`src/rtl/mm_pkg.sv`:
```
package mm_pkg;

  // Configuration register port.
  localparam int CFG_DATA_W = 4;
  localparam int CFG_IDX_W  = 2;

  localparam logic [CFG_IDX_W-1:0] REG_ROW_COUNT   = 2'd0;
  localparam logic [CFG_IDX_W-1:0] REG_INNER_COUNT = 2'd1;
  localparam logic [CFG_IDX_W-1:0] REG_COL_COUNT   = 2'd2;

  localparam logic [CFG_DATA_W-1:0] DIM_RESET = 4'd8;

  // Result element: signed Q19.16 dot product, row and column indexes.
  localparam int PROD_W = 35;
  localparam int IDX_W  = 3;

endpackage

```
`src/rtl/matrix_multiply.sv`:
```
// Matrix multiplier, C = A x B, with signed fixed-point elements.
//
// Input channel (in_valid / in_stall): one transaction carries one element,
// tagged by in_matrix_select (0 = A, 1 = B), in row-major order. A is
// row_count by inner_count, B is inner_count by col_count. Elements that
// arrive for a matrix that is already full are dropped. Loading takes one
// cycle per element. The transaction that completes the second matrix starts
// the computation, and in_stall stays high until the whole result is out.
//
// Output channel (out_valid / out_stall): every element of C in row-major
// order, an exact Q19.16 dot product with its row, column and a last flag.
// Each result steps through the shared read, multiply and accumulate
// sequence once per inner element, then is held in the output register.
// A stalled receiver holds the result register and the sequencer waits.
//
// Configuration (cfg_valid / cfg_ready): cfg_ready is high while loading,
// and in_stall is high while cfg_valid is. Any register write abandons a
// partial job. Reset sets all three dimensions to 8 and empties both
// matrices; store contents need no reset.
module matrix_multiply #(
  parameter int MAX_DIM    = 8,
  parameter int ELEM_WIDTH = 16
) (
  input  logic                                clk,
  input  logic                                rst_n,

  input  logic                                in_valid,
  output logic                                in_stall,
  input  logic                                in_matrix_select,
  input  logic signed [ELEM_WIDTH-1:0]        in_element_value,

  output logic                                out_valid,
  input  logic                                out_stall,
  output logic signed [mm_pkg::PROD_W-1:0]    out_product_value,
  output logic [mm_pkg::IDX_W-1:0]            out_row,
  output logic [mm_pkg::IDX_W-1:0]            out_col,
  output logic                                out_last_result,

  input  logic                                cfg_valid,
  output logic                                cfg_ready,
  input  logic [mm_pkg::CFG_IDX_W-1:0]        cfg_index,
  input  logic [mm_pkg::CFG_DATA_W-1:0]       cfg_data
);

  localparam int DEPTH = MAX_DIM * MAX_DIM;
  localparam int AW    = (DEPTH > 1) ? $clog2(DEPTH) : 1;
  localparam int CW    = $clog2(DEPTH + 1);
  localparam int DIMW  = $clog2(MAX_DIM + 1);
  localparam int NW    = 2 * DIMW;
  localparam int IW    = (MAX_DIM > 1) ? $clog2(MAX_DIM) : 1;
  localparam int MW    = 2 * ELEM_WIDTH;

  typedef enum logic [2:0] {
    S_LOAD,
    S_READ,
    S_MUL,
    S_ACC,
    S_OUT
  } state_t;

  function automatic logic [DIMW-1:0] clamp_dim(input logic [mm_pkg::CFG_DATA_W-1:0] v);
    logic [DIMW-1:0] r;
    if (v == '0) begin
      r = DIMW'(1);
    end else if (int'(v) > MAX_DIM) begin
      r = DIMW'(MAX_DIM);
    end else begin
      r = DIMW'(v);
    end
    return r;
  endfunction

  state_t                        state_r;
  logic [mm_pkg::CFG_DATA_W-1:0] row_cfg_r, inner_cfg_r, col_cfg_r;
  logic [CW-1:0]                 left_cnt_r, right_cnt_r;
  logic [CW-1:0]                 left_cnt_nxt, right_cnt_nxt;

  logic [IW-1:0]                 i_r, j_r, k_r;
  logic [AW-1:0]                 a_base_r, a_addr_r, b_addr_r;
  logic signed [ELEM_WIDTH-1:0]  a_q_r, b_q_r;
  logic signed [MW-1:0]          mul_r;
  logic signed [mm_pkg::PROD_W-1:0] acc_r, acc_nxt;

  logic                          out_valid_r;
  logic signed [mm_pkg::PROD_W-1:0] out_value_r;
  logic [mm_pkg::IDX_W-1:0]      out_row_r, out_col_r;
  logic                          out_last_r;

  logic signed [ELEM_WIDTH-1:0]  left_mem  [DEPTH];
  logic signed [ELEM_WIDTH-1:0]  right_mem [DEPTH];

  logic [DIMW-1:0] rows_c, inner_c, cols_c;
  logic [NW-1:0]   left_need, right_need;
  logic            in_accept, cfg_write;
  logic            left_we, right_we, load_done;
  logic            k_last, j_last, i_last;

  assign rows_c  = clamp_dim(row_cfg_r);
  assign inner_c = clamp_dim(inner_cfg_r);
  assign cols_c  = clamp_dim(col_cfg_r);

  assign left_need  = NW'(rows_c) * NW'(inner_c);
  assign right_need = NW'(inner_c) * NW'(cols_c);

  // A pending register write takes priority, so no element is taken with it.
  assign in_stall  = (state_r != S_LOAD) || cfg_valid;
  assign cfg_ready = (state_r == S_LOAD);
  assign in_accept = in_valid && !in_stall;
  assign cfg_write = cfg_valid && cfg_ready;

  // A full matrix simply drops further elements.
  assign left_we  = in_accept && !in_matrix_select && (NW'(left_cnt_r) < left_need);
  assign right_we = in_accept && in_matrix_select && (NW'(right_cnt_r) < right_need);

  assign left_cnt_nxt  = left_cnt_r + CW'(left_we);
  assign right_cnt_nxt = right_cnt_r + CW'(right_we);
  assign load_done = in_accept && (NW'(left_cnt_nxt) >= left_need)
                     && (NW'(right_cnt_nxt) >= right_need);

  assign k_last = (DIMW'(k_r) == inner_c - DIMW'(1));
  assign j_last = (DIMW'(j_r) == cols_c - DIMW'(1));
  assign i_last = (DIMW'(i_r) == rows_c - DIMW'(1));

  assign acc_nxt = acc_r + mm_pkg::PROD_W'(mul_r);

  always_ff @(posedge clk) begin
    if (left_we) begin
      left_mem[AW'(left_cnt_r)] <= in_element_value;
    end
    if (right_we) begin
      right_mem[AW'(right_cnt_r)] <= in_element_value;
    end
    if (state_r == S_READ) begin
      a_q_r <= left_mem[a_addr_r];
      b_q_r <= right_mem[b_addr_r];
    end
  end

  always_ff @(posedge clk) begin
    if (!rst_n) begin
      state_r     <= S_LOAD;
      row_cfg_r   <= mm_pkg::DIM_RESET;
      inner_cfg_r <= mm_pkg::DIM_RESET;
      col_cfg_r   <= mm_pkg::DIM_RESET;
      left_cnt_r  <= '0;
      right_cnt_r <= '0;
      out_valid_r <= 1'b0;
    end else begin
      case (state_r)
        S_LOAD: begin
          if (cfg_write) begin
            case (cfg_index)
              mm_pkg::REG_ROW_COUNT:   row_cfg_r   <= cfg_data;
              mm_pkg::REG_INNER_COUNT: inner_cfg_r <= cfg_data;
              mm_pkg::REG_COL_COUNT:   col_cfg_r   <= cfg_data;
              default: ;
            endcase
            if (cfg_index == mm_pkg::REG_ROW_COUNT || cfg_index == mm_pkg::REG_INNER_COUNT
                || cfg_index == mm_pkg::REG_COL_COUNT) begin
              left_cnt_r  <= '0;
              right_cnt_r <= '0;
            end
          end else if (load_done) begin
            left_cnt_r  <= '0;
            right_cnt_r <= '0;
            i_r         <= '0;
            j_r         <= '0;
            k_r         <= '0;
            a_base_r    <= '0;
            a_addr_r    <= '0;
            b_addr_r    <= '0;
            acc_r       <= '0;
            state_r     <= S_READ;
          end else begin
            left_cnt_r  <= left_cnt_nxt;
            right_cnt_r <= right_cnt_nxt;
          end
        end
        S_READ: begin
          state_r <= S_MUL;
        end
        S_MUL: begin
          mul_r   <= a_q_r * b_q_r;
          state_r <= S_ACC;
        end
        S_ACC: begin
          if (!k_last) begin
            acc_r    <= acc_nxt;
            k_r      <= k_r + IW'(1);
            a_addr_r <= a_addr_r + AW'(1);
            b_addr_r <= b_addr_r + AW'(cols_c);
            state_r  <= S_READ;
          end else begin
            out_value_r <= acc_nxt;
            out_row_r   <= mm_pkg::IDX_W'(i_r);
            out_col_r   <= mm_pkg::IDX_W'(j_r);
            out_last_r  <= i_last && j_last;
            out_valid_r <= 1'b1;
            acc_r       <= '0;
            k_r         <= '0;
            if (j_last) begin
              // Next row of A, first column of B.
              j_r      <= '0;
              i_r      <= i_r + IW'(1);
              a_base_r <= a_base_r + AW'(inner_c);
              a_addr_r <= a_base_r + AW'(inner_c);
              b_addr_r <= '0;
            end else begin
              j_r      <= j_r + IW'(1);
              a_addr_r <= a_base_r;
              b_addr_r <= AW'(j_r) + AW'(1);
            end
            state_r <= S_OUT;
          end
        end
        S_OUT: begin
          if (!out_stall) begin
            out_valid_r <= 1'b0;
            state_r     <= out_last_r ? S_LOAD : S_READ;
          end
        end
        default: begin
          state_r <= S_LOAD;
        end
      endcase
    end
  end

  assign out_valid         = out_valid_r;
  assign out_product_value = out_value_r;
  assign out_row           = out_row_r;
  assign out_col           = out_col_r;
  assign out_last_result   = out_last_r;

endmodule
```
`config.mk`:
```
export PLATFORM = sky130hd
export DESIGN_NAME = matrix_multiply
export DESIGN_NICKNAME = d
export VERILOG_FILES = /design/src/rtl/mm_pkg.sv /design/src/rtl/matrix_multiply.sv
export SDC_FILE = /design/constraint.sdc
export NUM_CORES = 2
export LEC_CHECK = 0
export BUFFER_PORTS_ARGS = -buffer_cell sky130_fd_sc_hd__buf_2
export CORE_MARGIN = 4
export CORE_UTILIZATION = 35
export DETAILED_ROUTE_END_ITERATION = 6
export PLACE_DENSITY_LB_ADDON = 0.12
export SLEW_MARGIN = 20
export SYNTH_ARGS = -nofsm -noshare
export SYNTH_HDL_FRONTEND = slang
export SYNTH_SLANG_ARGS = --single-unit
```
`constraint.sdc`:
```
create_clock -name clk -period 16.16 [get_ports clk]
set_input_delay 0.808 -clock clk [delete_from_list [all_inputs] [get_ports clk]]
set_output_delay 0.808 -clock clk [all_outputs]
set_load 0.01 [all_outputs]
```
==> results.tsv <==
stage	metric	value	unit
outcome	outcome	complete, no violations	
sta	worst setup slack after layout	8.253	ns
drt	via density per instance	5.179	
synth	Synth Cell Area	0.09858	mm^2
sta	Setup-failing EPs final	0	
clock_tree	# clock sinks	2246	
sta	WHS	0.2532	ns
global_routing	Total GRT Usage	17.74	%
synth	synth cell count leaders	2216 x edfxtp_1, 672 x mux4_2, 308 x inv_1	
synth	Syn Inst Count	4983	
synth	EDFF count, synth	2216	
power	Pwr per Cell Area	162.4	mW/mm^2
die	die area	0.2902	mm^2
worst_setup_path	WP data required	16.64	ns
synth	Seq/Total Area, Yosys	68.11	%
worst_setup_path	startpoint types	flip-flop	
finish	Seq. cell area	0.06714	mm^2
global_routing	largest net degree at the start of global routing	118	
hold_path	hold path start	cfg_data[3]	
synth	most common cell in the synthesized netlist	edfxtp_1	
die	core footprint	0.2799	mm^2
synth	post-synth top area cell	edfxtp_1	
finish	P&R area growth vs syn	13.92	%
finish	Multi-input gate area	0.02960	mm^2
worst_setup_path	CP Max Fanout	40	
clock_tree	hold buffers post-CTS	0	
synth	Top FF cell, synth	edfxtp_1	
synth	Ys Warns	0	
clock_tree	CTS max path bufs	4	
hold_path	Hold Path Depth	3	
place	pre-CTS WS	8.277	ns
clock_tree	root buffer cell	clkbuf_16	
global_routing	initial antenna violation count	12	
finish	layout net count	5749	
worst_setup_path	CP Capture Type	flip-flop	
drt	DR DRC count	0	
synth	post-synthesis simple-gate area fraction	3.799	%
drt	1st-pass router iterations	5	
worst_setup_path	Top delay family on crit path	adder cells	
global_routing	global-route wire length before repair	375.5	mm
worst_setup_path	RR Startpoint	inner_cfg_r[3]	
sta	worst-margin pin slew	1.164	ns
synth	Compound-Gate Fraction of Synth Area	1.633	%
sta	RSZ-0062 raised after global routing	false	
worst_setup_path	largest stage delay on the critical path	0.56	ns
die	die width	538.7	um
place	Final HPWL DP	158.8	mm
sta	Pins Over Slew Limit	0	
hold_path	Hold Path Class	input pin to flip-flop	
global_routing	vias in the first global route	49886	
sta	Fmax	126.5	MHz
worst_setup_path	Slowest-stage cell, CP	buf_4	
synth	Post-Synth Adder-Cell Area	7.892	%
sta	Final min period	7.907	ns
clock_tree	clk slew on worst S/H paths	0.06	ns
synth	mux cell area share after synthesis	15.49	%
drt	via count	47630	
drt	DR WL/cell	28.19	um
synth	XOR/XNOR Fraction of Synth Area	0.9684	%
place	Port-buffer cells	72	
power	IR drop worst, VDD	342.2	uV
synth	synth top area cells	edfxtp_1 67%, mux4_2 15%, fa_1 5.5%	
clock_tree	post-CTS setup buffer count	0	
clock_tree	PostCTS Resize Cnt	0	
worst_setup_path	Worst Path Buf+Inv	5	
worst_setup_path	Worst R2R End	acc_r[33]	
job	Max Cap Violations	0	
hold_path	hold endpoint	inner_cfg_r[3]	
finish	fillcell total	24897	
finish	ratio of cells with drive above 1 in the final layout	24.99	%
power	Final Power	0.01824	W
drt	Total Routed Length	259.2	mm
die	Initial Util	35.23	%
sta	worst clock skew	0.05955	ns
drt	DRT iter0 DRCs	4127	
place	gpl congestion	0.8077	
synth	flops & latches, synth	2246	
clock_tree	Clock Latency Late Sink	0.91	ns
synth	Netlist cell types	76	
synth	syn_nets	5469	
clock_tree	htree depth	4	
sta	Final Hold Vio Count	0	
worst_setup_path	Reg2Reg Depth	30	
sta	Slew headroom	22.40	%
sta	setup TNS	0	ns
drt	Final ANT Viol Nets	0	
synth	largest family of logic cells by synthesized area	multiplexers	
clock_tree	Num CTS Buffers	245	
sta	fin crit share	48.93	%
worst_setup_path	worst reg-to-reg setup slack	8.25	ns
worst_setup_path	Arr. time, crit path	8.39	ns
synth	post-synth top area share	67.50	%
power	Leakage Power	36.53	nW
worst_setup_path	most used cell along the critical path	ha_1	
die	# IOs	73	
global_routing	grt ovf	0	
clock_tree	TritonCTS clock tree	yes	
die	Core Rows	194	
die	die height	538.7	um
synth	post-synthesis async set-or-reset flop share	0	%
worst_setup_path	CP Class	flip-flop to flip-flop	
synth	mean post-synth cell area	19.78	um^2
## final cells by class
cell class,count,area share (%)
clock inverters,165,1.393
repair buffers,251,1.620
well taps,3724,4.149
flip-flops and latches,2246,59.79
inverters,309,1.035
clock buffers,285,5.650
diodes,6,0.01337
multi-input cells,2210,26.35
## sequential cells by signal, summed over array words and instances, names as in the netlist, 16 cells and up
name,count
acc_r,35
right_mem,1024
left_mem,1024
b_q_r,16
mul_r,32
a_q_r,16
out_product_value,35
## worst register-to-register path: cells and delay by family (launching register included)
kind                       cells  cell delay (ns)
AOI/OAI and AO/OA              8             1.63
adders and majority gates      7             2.33
xor gates and xnor gates       2             0.40
buffers and inverters          5             1.38
and+or+nand+nor                8             1.34
DFF                            1             0.38
## routing by layer
| metal | GRT usage, % | up-vias | routed length [um] |
|---|---|---|---|
| li1 | - | 20266 | - |
| met1 | 26.44 | 25970 | 121200 |
| met2 | 27.96 | 1083 | 120800 |
| met3 | 2.467 | 311 | 12320 |
| met4 | 3.566 | 0 | 4903 |
| met5 | 0 | - | 0 |
## metrics by stage
stage	cells	instance area, um^2	util [%]
after global routing	9192	112300	40.12
after detailed placement	8740	104400	37.30
after CTS	9190	112300	40.12
after global placement	8740	104400	37.30
final	9196	112300	40.13
after floorplan	4983	98580	-
## cells by family after synthesis
family                   count (synthesis)
flip-flops                            2246
AND/OR/NAND/NOR                        720
multiplexers                           685
buffers and inverters                  527
adder cells (fa/ha/maj)                458
AO/OA/AOI/OAI                          238
XOR/XNOR                               109
## layout by cell type (no fill, tap or decap), types with 51 or more instances in the layout
master	synthesis	final
a21oi_1	66	66
xnor2_1	76	76
clkinv_1	0	63
buf_4	1	189
buf_2	53	56
clkinv_2	0	51
inv_1	308	307
and2_1	157	156
nor2_1	184	155
fa_1	273	273
edfxtp_1	2216	2216
ha_1	185	185
clkbuf_16	0	248
mux4_2	672	672
nand2_1	183	183
## how the worst max path moves through the flow
| stage | startpoint | endpoint | slack [ns] | cells after the start |
|---|---|---|---|---|
| final | inner_cfg_r[3] | acc_r[33] | 8.25 | 30 |
| after global routing | inner_cfg_r[3] | acc_r[24] | 7.73 | 30 |
| after CTS | inner_cfg_r[3] | acc_r[33] | 8.21 | 30 |
| after detailed placement | inner_cfg_r[3] | acc_r[33] | 8.28 | 30 |
| after global placement | inner_cfg_r[3] | acc_r[31] | 8.28 | 29 |
| after floorplan | inner_cfg_r[3] | a_addr_r[0] | 9.22 | 27 |
## power breakdown
part           internal [W]  leakage (nW)  switching [W]  total [W]
combinational       0.00256          12.4        0.00328    0.00584
clock               0.00324          3.87        0.00231    0.00555
sequential          0.00679          20.3      0.0000633    0.00685
total                0.0126          36.5        0.00565     0.0182
No activity file was read; power rests on OpenSTA's default activity.
